### src/rtl/multi_queue_front_back_insert_core_defines.svh
// Assertion macros shared by the RTL.
`ifndef MULTI_QUEUE_FRONT_BACK_INSERT_CORE_DEFINES_SVH
`define MULTI_QUEUE_FRONT_BACK_INSERT_CORE_DEFINES_SVH

// Same-cycle implication.
`define MQFB_ASSERT_NOW(label, clk, rst_n, ante, cons) \
    label: assert property (@(posedge clk) disable iff (!(rst_n)) (ante) |-> (cons)) \
        else $error("check failed");

// Next-cycle implication.
`define MQFB_ASSERT_NEXT(label, clk, rst_n, ante, cons) \
    label: assert property (@(posedge clk) disable iff (!(rst_n)) (ante) |=> (cons)) \
        else $error("check failed");

`endif

### src/rtl/mqfb_pkg.sv
package mqfb_pkg;

    localparam int QIDX_W     = 5;
    localparam int IN_ID_W    = 16;
    localparam int FILL_OUT_W = 4;

    localparam logic MODE_ADD  = 1'b0;
    localparam logic MODE_TAKE = 1'b1;

    typedef enum logic [1:0] {
        ST_DONE  = 2'd0,
        ST_FULL  = 2'd1,
        ST_EMPTY = 2'd2
    } t_status;

    typedef enum logic [1:0] {
        OP_HOLD,
        OP_APPEND,
        OP_PUSH,
        OP_POP
    } t_op;

    typedef struct packed {
        t_op  op;
        logic tail;
    } t_cell_ctl;

    typedef struct packed {
        logic               mode;
        logic [QIDX_W-1:0]  queue_index;
        logic [IN_ID_W-1:0] item_id;
        logic               item_urgent;
    } t_req;

    typedef struct packed {
        logic [1:0]            result_status;
        logic [IN_ID_W-1:0]    taken_id;
        logic                  taken_urgent;
        logic [FILL_OUT_W-1:0] fill_after;
    } t_rsp;

endpackage

### src/rtl/mqfb_cell.sv
module mqfb_cell
    import mqfb_pkg::*;
#(
    parameter int ENTRY_W = 17
) (
    input  logic               i_clk,
    input  t_cell_ctl          i_ctl,
    input  logic [ENTRY_W-1:0] i_new,
    input  logic [ENTRY_W-1:0] i_prev,
    input  logic [ENTRY_W-1:0] i_next,
    output logic [ENTRY_W-1:0] o_data
);

    logic [ENTRY_W-1:0] r_data;
    logic [ENTRY_W-1:0] n_data;

    always_comb begin
        n_data = r_data;
        case (i_ctl.op)
            OP_APPEND: begin
                if (i_ctl.tail) begin
                    n_data = i_new;
                end
            end
            OP_PUSH: n_data = i_prev;
            OP_POP:  n_data = i_next;
            default: n_data = r_data;
        endcase
    end

    always_ff @(posedge i_clk) begin
        r_data <= n_data;
    end

    assign o_data = r_data;

endmodule

### src/rtl/mqfb_row.sv
module mqfb_row
    import mqfb_pkg::*;
#(
    parameter int ROW_IDX     = 0,
    parameter int QUEUE_DEPTH = 8,
    parameter int ID_WIDTH    = 16,
    parameter int FILL_W      = $clog2(QUEUE_DEPTH + 1)
) (
    input  logic                i_clk,
    input  logic                i_rst_n,
    input  logic                i_fire,
    input  t_req                i_req,
    output logic [FILL_W-1:0]   o_fill,
    output logic [ID_WIDTH:0]   o_head
);

    localparam int ENTRY_W = ID_WIDTH + 1;

    logic [FILL_W-1:0]  r_fill;
    logic [FILL_W-1:0]  n_fill;
    logic               w_hit;
    logic               w_full;
    logic               w_empty;
    t_op                w_op;
    logic [63:0]        w_id_ext;
    logic [ENTRY_W-1:0] w_new;
    logic [ENTRY_W-1:0] w_data [QUEUE_DEPTH];

    assign w_hit   = i_fire && (int'(i_req.queue_index) == ROW_IDX);
    assign w_full  = (r_fill == FILL_W'(QUEUE_DEPTH));
    assign w_empty = (r_fill == '0);

    assign w_id_ext = 64'(i_req.item_id);
    assign w_new    = {i_req.item_urgent, w_id_ext[ID_WIDTH-1:0]};

    always_comb begin
        w_op   = OP_HOLD;
        n_fill = r_fill;
        if (w_hit) begin
            if (i_req.mode == MODE_ADD) begin
                if (!w_full) begin
                    w_op   = i_req.item_urgent ? OP_PUSH : OP_APPEND;
                    n_fill = r_fill + FILL_W'(1);
                end
            end else if (!w_empty) begin
                w_op   = OP_POP;
                n_fill = r_fill - FILL_W'(1);
            end
        end
    end

    always_ff @(posedge i_clk) begin
        if (!i_rst_n) begin
            r_fill <= '0;
        end else begin
            r_fill <= n_fill;
        end
    end

    for (genvar p = 0; p < QUEUE_DEPTH; p++) begin : g_cell
        t_cell_ctl          w_ctl;
        logic [ENTRY_W-1:0] w_prev;
        logic [ENTRY_W-1:0] w_next;

        assign w_ctl.op   = w_op;
        assign w_ctl.tail = (r_fill == FILL_W'(p));

        if (p == 0) begin : g_first
            assign w_prev = w_new;
        end else begin : g_mid
            assign w_prev = w_data[p-1];
        end

        if (p == QUEUE_DEPTH - 1) begin : g_last
            assign w_next = '0;
        end else begin : g_inner
            assign w_next = w_data[p+1];
        end

        mqfb_cell #(
            .ENTRY_W(ENTRY_W)
        ) u_cell (
            .i_clk  (i_clk),
            .i_ctl  (w_ctl),
            .i_new  (w_new),
            .i_prev (w_prev),
            .i_next (w_next),
            .o_data (w_data[p])
        );
    end

    assign o_fill = r_fill;
    assign o_head = w_data[0];

endmodule

### config.mk
export PLATFORM = sky130hd
export DESIGN_NAME = mqfb_row
export DESIGN_NICKNAME = d
export VERILOG_FILES = /design/src/rtl/multi_queue_front_back_insert_core_defines.svh /design/src/rtl/mqfb_pkg.sv /design/src/rtl/mqfb_cell.sv /design/src/rtl/mqfb_row.sv
export SDC_FILE = /design/constraint.sdc
export NUM_CORES = 1
export LEC_CHECK = 0
export ABC_AREA = 0
export BUFFER_PORTS_ARGS = -buffer_cell sky130_fd_sc_hd__buf_2
export CORE_MARGIN = 5
export CORE_UTILIZATION = 60
export CTS_CLUSTER_DIAMETER = 30
export CTS_CLUSTER_SIZE = 40
export DETAILED_ROUTE_END_ITERATION = 8
export PLACE_DENSITY = 0.81
export SLEW_MARGIN = 20
export SYNTH_ARGS = -nofsm -noshare
export SYNTH_HDL_FRONTEND = slang
export SYNTH_SLANG_ARGS = --single-unit
### constraint.sdc
create_clock -name i_clk -period 3.23 [get_ports i_clk]
set_input_delay 0.323 -clock i_clk [delete_from_list [all_inputs] [get_ports i_clk]]
set_output_delay 0.323 -clock i_clk [all_outputs]
set_load 0.005 [all_outputs]
# [Word level (Yosys, flattened, before mapping)]
# Cells that the tools add are included.
# W data, S select, Z words.
[totals] register_bits=140 inputBits=26 out_inout_bits=21 word_cells=69
[classes] addsub=2 n_eq_ne=21 muxes=24 reduce_logical=13
[op_table] cell="$pmux W17 S3" n=8
[op_table] cell="$mux W17" n=8
[op_table] cell="$eq A4 B3 Y1 const B" n=4
[op_table] cell="$reduce_and A2 Y1" n=8
[op_table] cell="$ne A2 B1 Y1 const B" n=7
[op_table] cell="$mux W4" n=3
[op_table] cell="$mux W2" n=5
[op_table] cell="$eq A4 B2 Y1 const B" n=2
[op_table] cell="$ne A2 B2 Y1 const B" n=3
[op_table] cell="$logic_not A5 Y1" n=1
[op_table] cell="$add A4 B1 Y4 const B" n=1
[op_table] cell="$eq A2 B2 Y1 const B" n=2
[op_table] cell="$eq A4 B1 Y1 const B" n=1
[op_table] cell="$eq A4 B4 Y1 const B" n=1
[op_table] cell="$logic_not A4 Y1" n=1
[op_table] cell="$sub A4 B1 Y4 const B" n=1
[op_table] cell="$reduce_and A3 Y1" n=1
[op_table] cell="$reduce_bool A3 Y1" n=1
[op_table] cell="$eq A2 B1 Y1 const B" n=1
[op_table] cell="$logic_and A1 B1 Y1" n=1

# [Depth between registers and ports, before layout]
[depth] word_depth=7 ltp_mapped=8 ltp_nobuf=6

# [Hierarchy]
# Synthesis repeated with hierarchy kept, for this count alone.
[hier_totals] cells_unflattened=649 area_unflattened_um2=7538.5
[by_module_without_submodules] module="mqfb_cell" instances=8 cells_each=75 area_each_um2=889.6 seq_area_each_um2=510.5
[by_module_without_submodules] module="mqfb_row" instances=1 cells_each=49 area_each_um2=421.7 seq_area_each_um2=80.1

# [Worst setup path before layout]
# OpenSTA, ideal clock, no wires.
[synth_path] path_kind="flip-flop to flip-flop" from="register r_fill[0], in the netlist o_fill[0]" to="register g_cell[5].u_cell.r_data[0], enable pin" setup_time_ns=0.415 t_arrival_ns=2.545 required_ns=2.815 setup_slack_ns=0.270 path_stages_with_launch=9 n_path_buf=2 synth_period_minus_slack_ns=2.960 path_cell_list="dfxtp_1 -> inv_1 -> ha_1 -> nor2b_1 -> a2111oi_2 -> buf_2 -> clkbuf_1 -> nand2_1 -> o21ai_0"
[synth_between] elab_chain_cells=7 elab_cells_between_ends=13 cone_classes="6 x eq/ne; 4 x mux; 3 x reduce/logical"
[synth_lines] item="start: declaration" line="mqfb_row.sv:19" source="logic [FILL_W-1:0] r_fill;"
[synth_lines] item="start signal: assignment" line="mqfb_row.sv:56" source="r_fill <= n_fill;"
[synth_lines] item="$eq A4 B4 Y1 or $logic_not A4 Y1 (tied branches)" line="mqfb_row.sv:30, mqfb_row.sv:31"
[synth_lines] item="$mux W2 (on tied branches)" line="mqfb_row.sv:41, mqfb_row.sv:45"
[synth_lines] item="$mux W2" line="mqfb_row.sv:40" source="if (i_req.mode == MODE_ADD) begin"
[synth_lines] item="$mux W2" line="mqfb_row.sv:39" source="if (w_hit) begin"
[synth_lines] item="$eq A2 B1 Y1 or $eq A2 B2 Y1 (tied branches)" line="mqfb_cell.sv:19" source="case (i_ctl.op)"
[synth_lines] item="$ne A2 B1 Y1 (no line) or $reduce_bool A3 Y1 (tied branches)"
[synth_lines] item="$reduce_and A2 Y1 (no line) (*)"
[synth_lines] item="end signal: assignment" line="mqfb_cell.sv:32" source="r_data <= n_data;"
[synth_lines] item="end: declaration" line="mqfb_cell.sv:14" source="logic [ENTRY_W-1:0] r_data;"
# Every way passes the cells marked *; elsewhere a longest branch is shown, timed or not.
# A chain may end at the register's enable or synchronous reset.

# [Worst setup path after layout]
[layout_path] from="register r_fill[0], in the netlist o_fill[0]" to="register g_cell[1].u_cell.r_data[2] (data pin)"
[layout_between] elab_chain_cells=6 elab_cells_between_ends=10 cone_classes="4 x eq/ne; 5 x mux; 1 x reduce/logical"
[layout_lines] item="$eq A4 B4 Y1 or $logic_not A4 Y1 (tied branches)" line="mqfb_row.sv:30, mqfb_row.sv:31"
[layout_lines] item="$mux W2 (on tied branches)" line="mqfb_row.sv:41, mqfb_row.sv:45"
[layout_lines] item="$mux W2 (*)" line="mqfb_row.sv:40"
[layout_lines] item="$mux W2 (*)" line="mqfb_row.sv:39"
[layout_lines] item="$eq A2 B2 Y1 or $eq A2 B1 Y1 (tied branches)" line="mqfb_cell.sv:19"
[layout_lines] item="$pmux W17 S3 (*)" line="mqfb_cell.sv:19"
[layout_lines] item="named net g_cell[1].u_cell.n_data[2]" line="mqfb_cell.sv:15" source="logic [ENTRY_W-1:0] n_data;"
[layout_lines] item="end signal: assignment" line="mqfb_cell.sv:32"
[layout_lines] item="end: declaration" line="mqfb_cell.sv:14"
# Mark *: on every way through the listed nets, which the timed path passes. The rest lies on a longest branch.

==> reports/qor.yml <==
clock_network:
  cts_hold_buf: 0
  h-tree-depth: 4
  ctsResizeCount: 0
  post_cts.repair.setup_buffers: 0
  insertion_delay_ps: 520
  clk_pin_slew_ps: 60
  cts_made_buffers: 17
  ctsRootBufferMaster: "clkbuf_8"
  tritoncts: "done"
  cts.sinks: 140
  clock_path_buffers: 2
logic_synthesis:
  async_flop_share: 0
  synth_warnings: 0
  synth_flop_cell: "edfxtp_1"
  syn_area_per_cell_um2: 15.9
  yosysMostFrequentCell: "edfxtp_1"
  synthTopCellsByCount: "edfxtp_1 (136), a221o_1 (96), a21o_1 (19), clkbuf_1 (19)"
  syn-num-nets: 420
  syn_area_um2: 6200
  synth_top_area_cell: "edfxtp_1"
  synth.area.top_cells: "edfxtp_1 (66%), a221o_1 (15%), mux2_2 (2.9%)"
  synth_edf_count: 136
  synthCells: 390
  ys_ff_latch: 140
  synth_cell_type_count: 34
  netlist.area_leader.share: 0.659
  yosysSeqAreaShare: 0.672
die:
  dieArea_um2: 12500
  io_pins: 47
  rows: 37
  die_h_um: 112
  core_area_um2: 10200
  start_util: 0.609
  dieWidth_um: 112
global_route:
  gr-usage-all-layers: 0.223
  grt_max_degree: 85
  grt_pass1_vias: 3983
  antenna_found_initial: 0
  grt_pass1_wl_um: 21700
  overflow: 0
sta:
  worst_pin_slew_ps: 554
  hold_violations: 0
  clock.fmax_mhz: 384
  timing.final.max_slew_violations: 0
  finalCritPeriodShare: 0.806
  hold_ws_ps: 87.6
  rsz0062_at_grt: "false"
  fin_crit_ps: 2600
  fin_skew_ps: 6.93
  setup_viol: 0
  relSlewSlack: 0.630
  tns_ps: 0
critical_path:
  crit_path_max_fanout: 21
  crit_arrival_ps: 2870
  path_class: "reg -> reg"
  required_ps: 3490
  endpoint_kind: "flip-flop"
  start_kind: "flip-flop"
detailed_routing:
  detail-route-antenna-nets: 0
  wl_per_cell_um: 23.1
  wirelength_um: 13600
  vias: 4014
  viasPerCell: 6.83
  drt_iter0_drc: 472
  route.detailed.drc: 0
  drt_first_pass_iters: 5
power_and_ir_drop:
  clock_power_share: 0.455
  comb_power_share: 0.041
  switchingPower_mw: 0.806
  internal-power_mw: 3.17
  vdd_ir_drop_max_v: 0.000374
  pwr-share-seq: 0.504
  power_density_nw_per_um2: 553
  switching_share: 0.203
  totalPowerFinal_mw: 3.98
  power_leakage_nw: 2.61
layout:
  instances_no_fill: 588
  ff_latch_area_um2: 4160
  layout-drive-gt1-share: 0.243
  fin_util: 0.706
  num_antenna_cells: 0
  multi_input_area_um2: 1840
  fin_nets: 469
  area_growth_pct: 15.9
  fill_cells: 678
place:
  placedCellCount: 556
  dp_hpwl_um: 8020
  io_buffers: 46
  gp_congestion: 0.770
flow_run:
  maxCapViolCount: 0
outcome:
  status: "complete, no violations"
min_path:
  hp-class: "in -> reg"
power by group through the flow:
stage | Sequential (mW) | Clock, mW | Combinational (mW)
floorplan | 2.04 | 0 | 0.112
global placement | 2.04 | 0 | 0.149
detailed placement | 2.04 | 0 | 0.159
CTS | 2.00 | 1.83 | 0.162
global route | 2.00 | 1.92 | 0.178
finish | 2.00 | 1.81 | 0.162
final timing paths:
kind                                                               to                             startpoint  depth (start not counted)  slack, ps
worst max-delay path             g_cell[1].u_cell.o_data[2]$_DFFE_PP_                 o_fill[0]$_SDFFE_PN0P_                          7        630
worst min-delay path                           o_fill[1]$_SDFFE_PN0P_                                i_rst_n                          2         90
worst max register to register   g_cell[1].u_cell.o_data[2]$_DFFE_PP_                 o_fill[0]$_SDFFE_PN0P_                          7        630
worst min register to register  g_cell[6].u_cell.o_data[11]$_DFFE_PP_  g_cell[7].u_cell.o_data[11]$_DFFE_PP_                          1        550
logic make-up after synthesis:
family,share of synthesized area
xor gates and xnor gates,0.00424
DFF,0.672
AOI/OAI and AO/OA,0.228
adders and majority gates,0.00807
buffers and inverters,0.0351
and+or+nand+nor,0.0194
muxes,0.0339
per-stage QoR:
step,setup WS (ps),area [um2]
floorplan,270,6200
global placement,637,6640
detailed placement,615,6640
CTS,634,7190
global route,472,7190
finish,627,7190
registers in the layout, summed over array words and instances (netlist names):
signal and cells:
g_cell.u_cell.o_data 136, o_fill 4
area by class of cell:
class / count / area share
sequential: 140 / 0.579
inverter: 13 / 0.00679
tap: 136 / 0.0237
timing repair buffer: 64 / 0.0578
clock buffer: 19 / 0.0587
multi-input combinational: 203 / 0.256
clock inverter: 13 / 0.0174
cells in the final DEF (no fill, tap or decap), types with 2 or more instances in the layout:
master and count:
buf_4 14, a221o_1 96, xnor2_1 2, a22o_1 6, buf_12 4, inv_1 13, and2_1 2, ha_1 4
nor3_1 2, clkinv_2 2, mux2_2 16, a21boi_1 16, a21o_1 19, a2111oi_4 2, o21ai_0 8, nand2b_1 3
clkbuf_16 16, buf_2 46, dfxtp_1 4, clkinv_1 4, o21ai_1 4, clkinvlp_4 3, clkbuf_1 2, bufinv_16 2
edfxtp_1 136, nand2_1 7, mux2i_1 3
per-layer routing:
| metal | global-route usage | routed length, um | vias up |
|---|---|---|---|
| met5 | 0 | 0 | - |
| met4 | 0.0689 | 166 | 0 |
| met3 | 0.0533 | 1020 | 13 |
| met2 | 0.353 | 6620 | 231 |
| met1 | 0.309 | 5790 | 2000 |
| li1 | - | - | 1770 |
critical path, stage by stage (launching register included):
cell	delay (ps)
dfxtp_1	430
inv_1	130
ha_1	240
nor2b_1	210
a2111oi_4	420
buf_4	350
a21boi_1	220
a221o_1	350
Note: power is estimated with default switching activity, not from simulation.
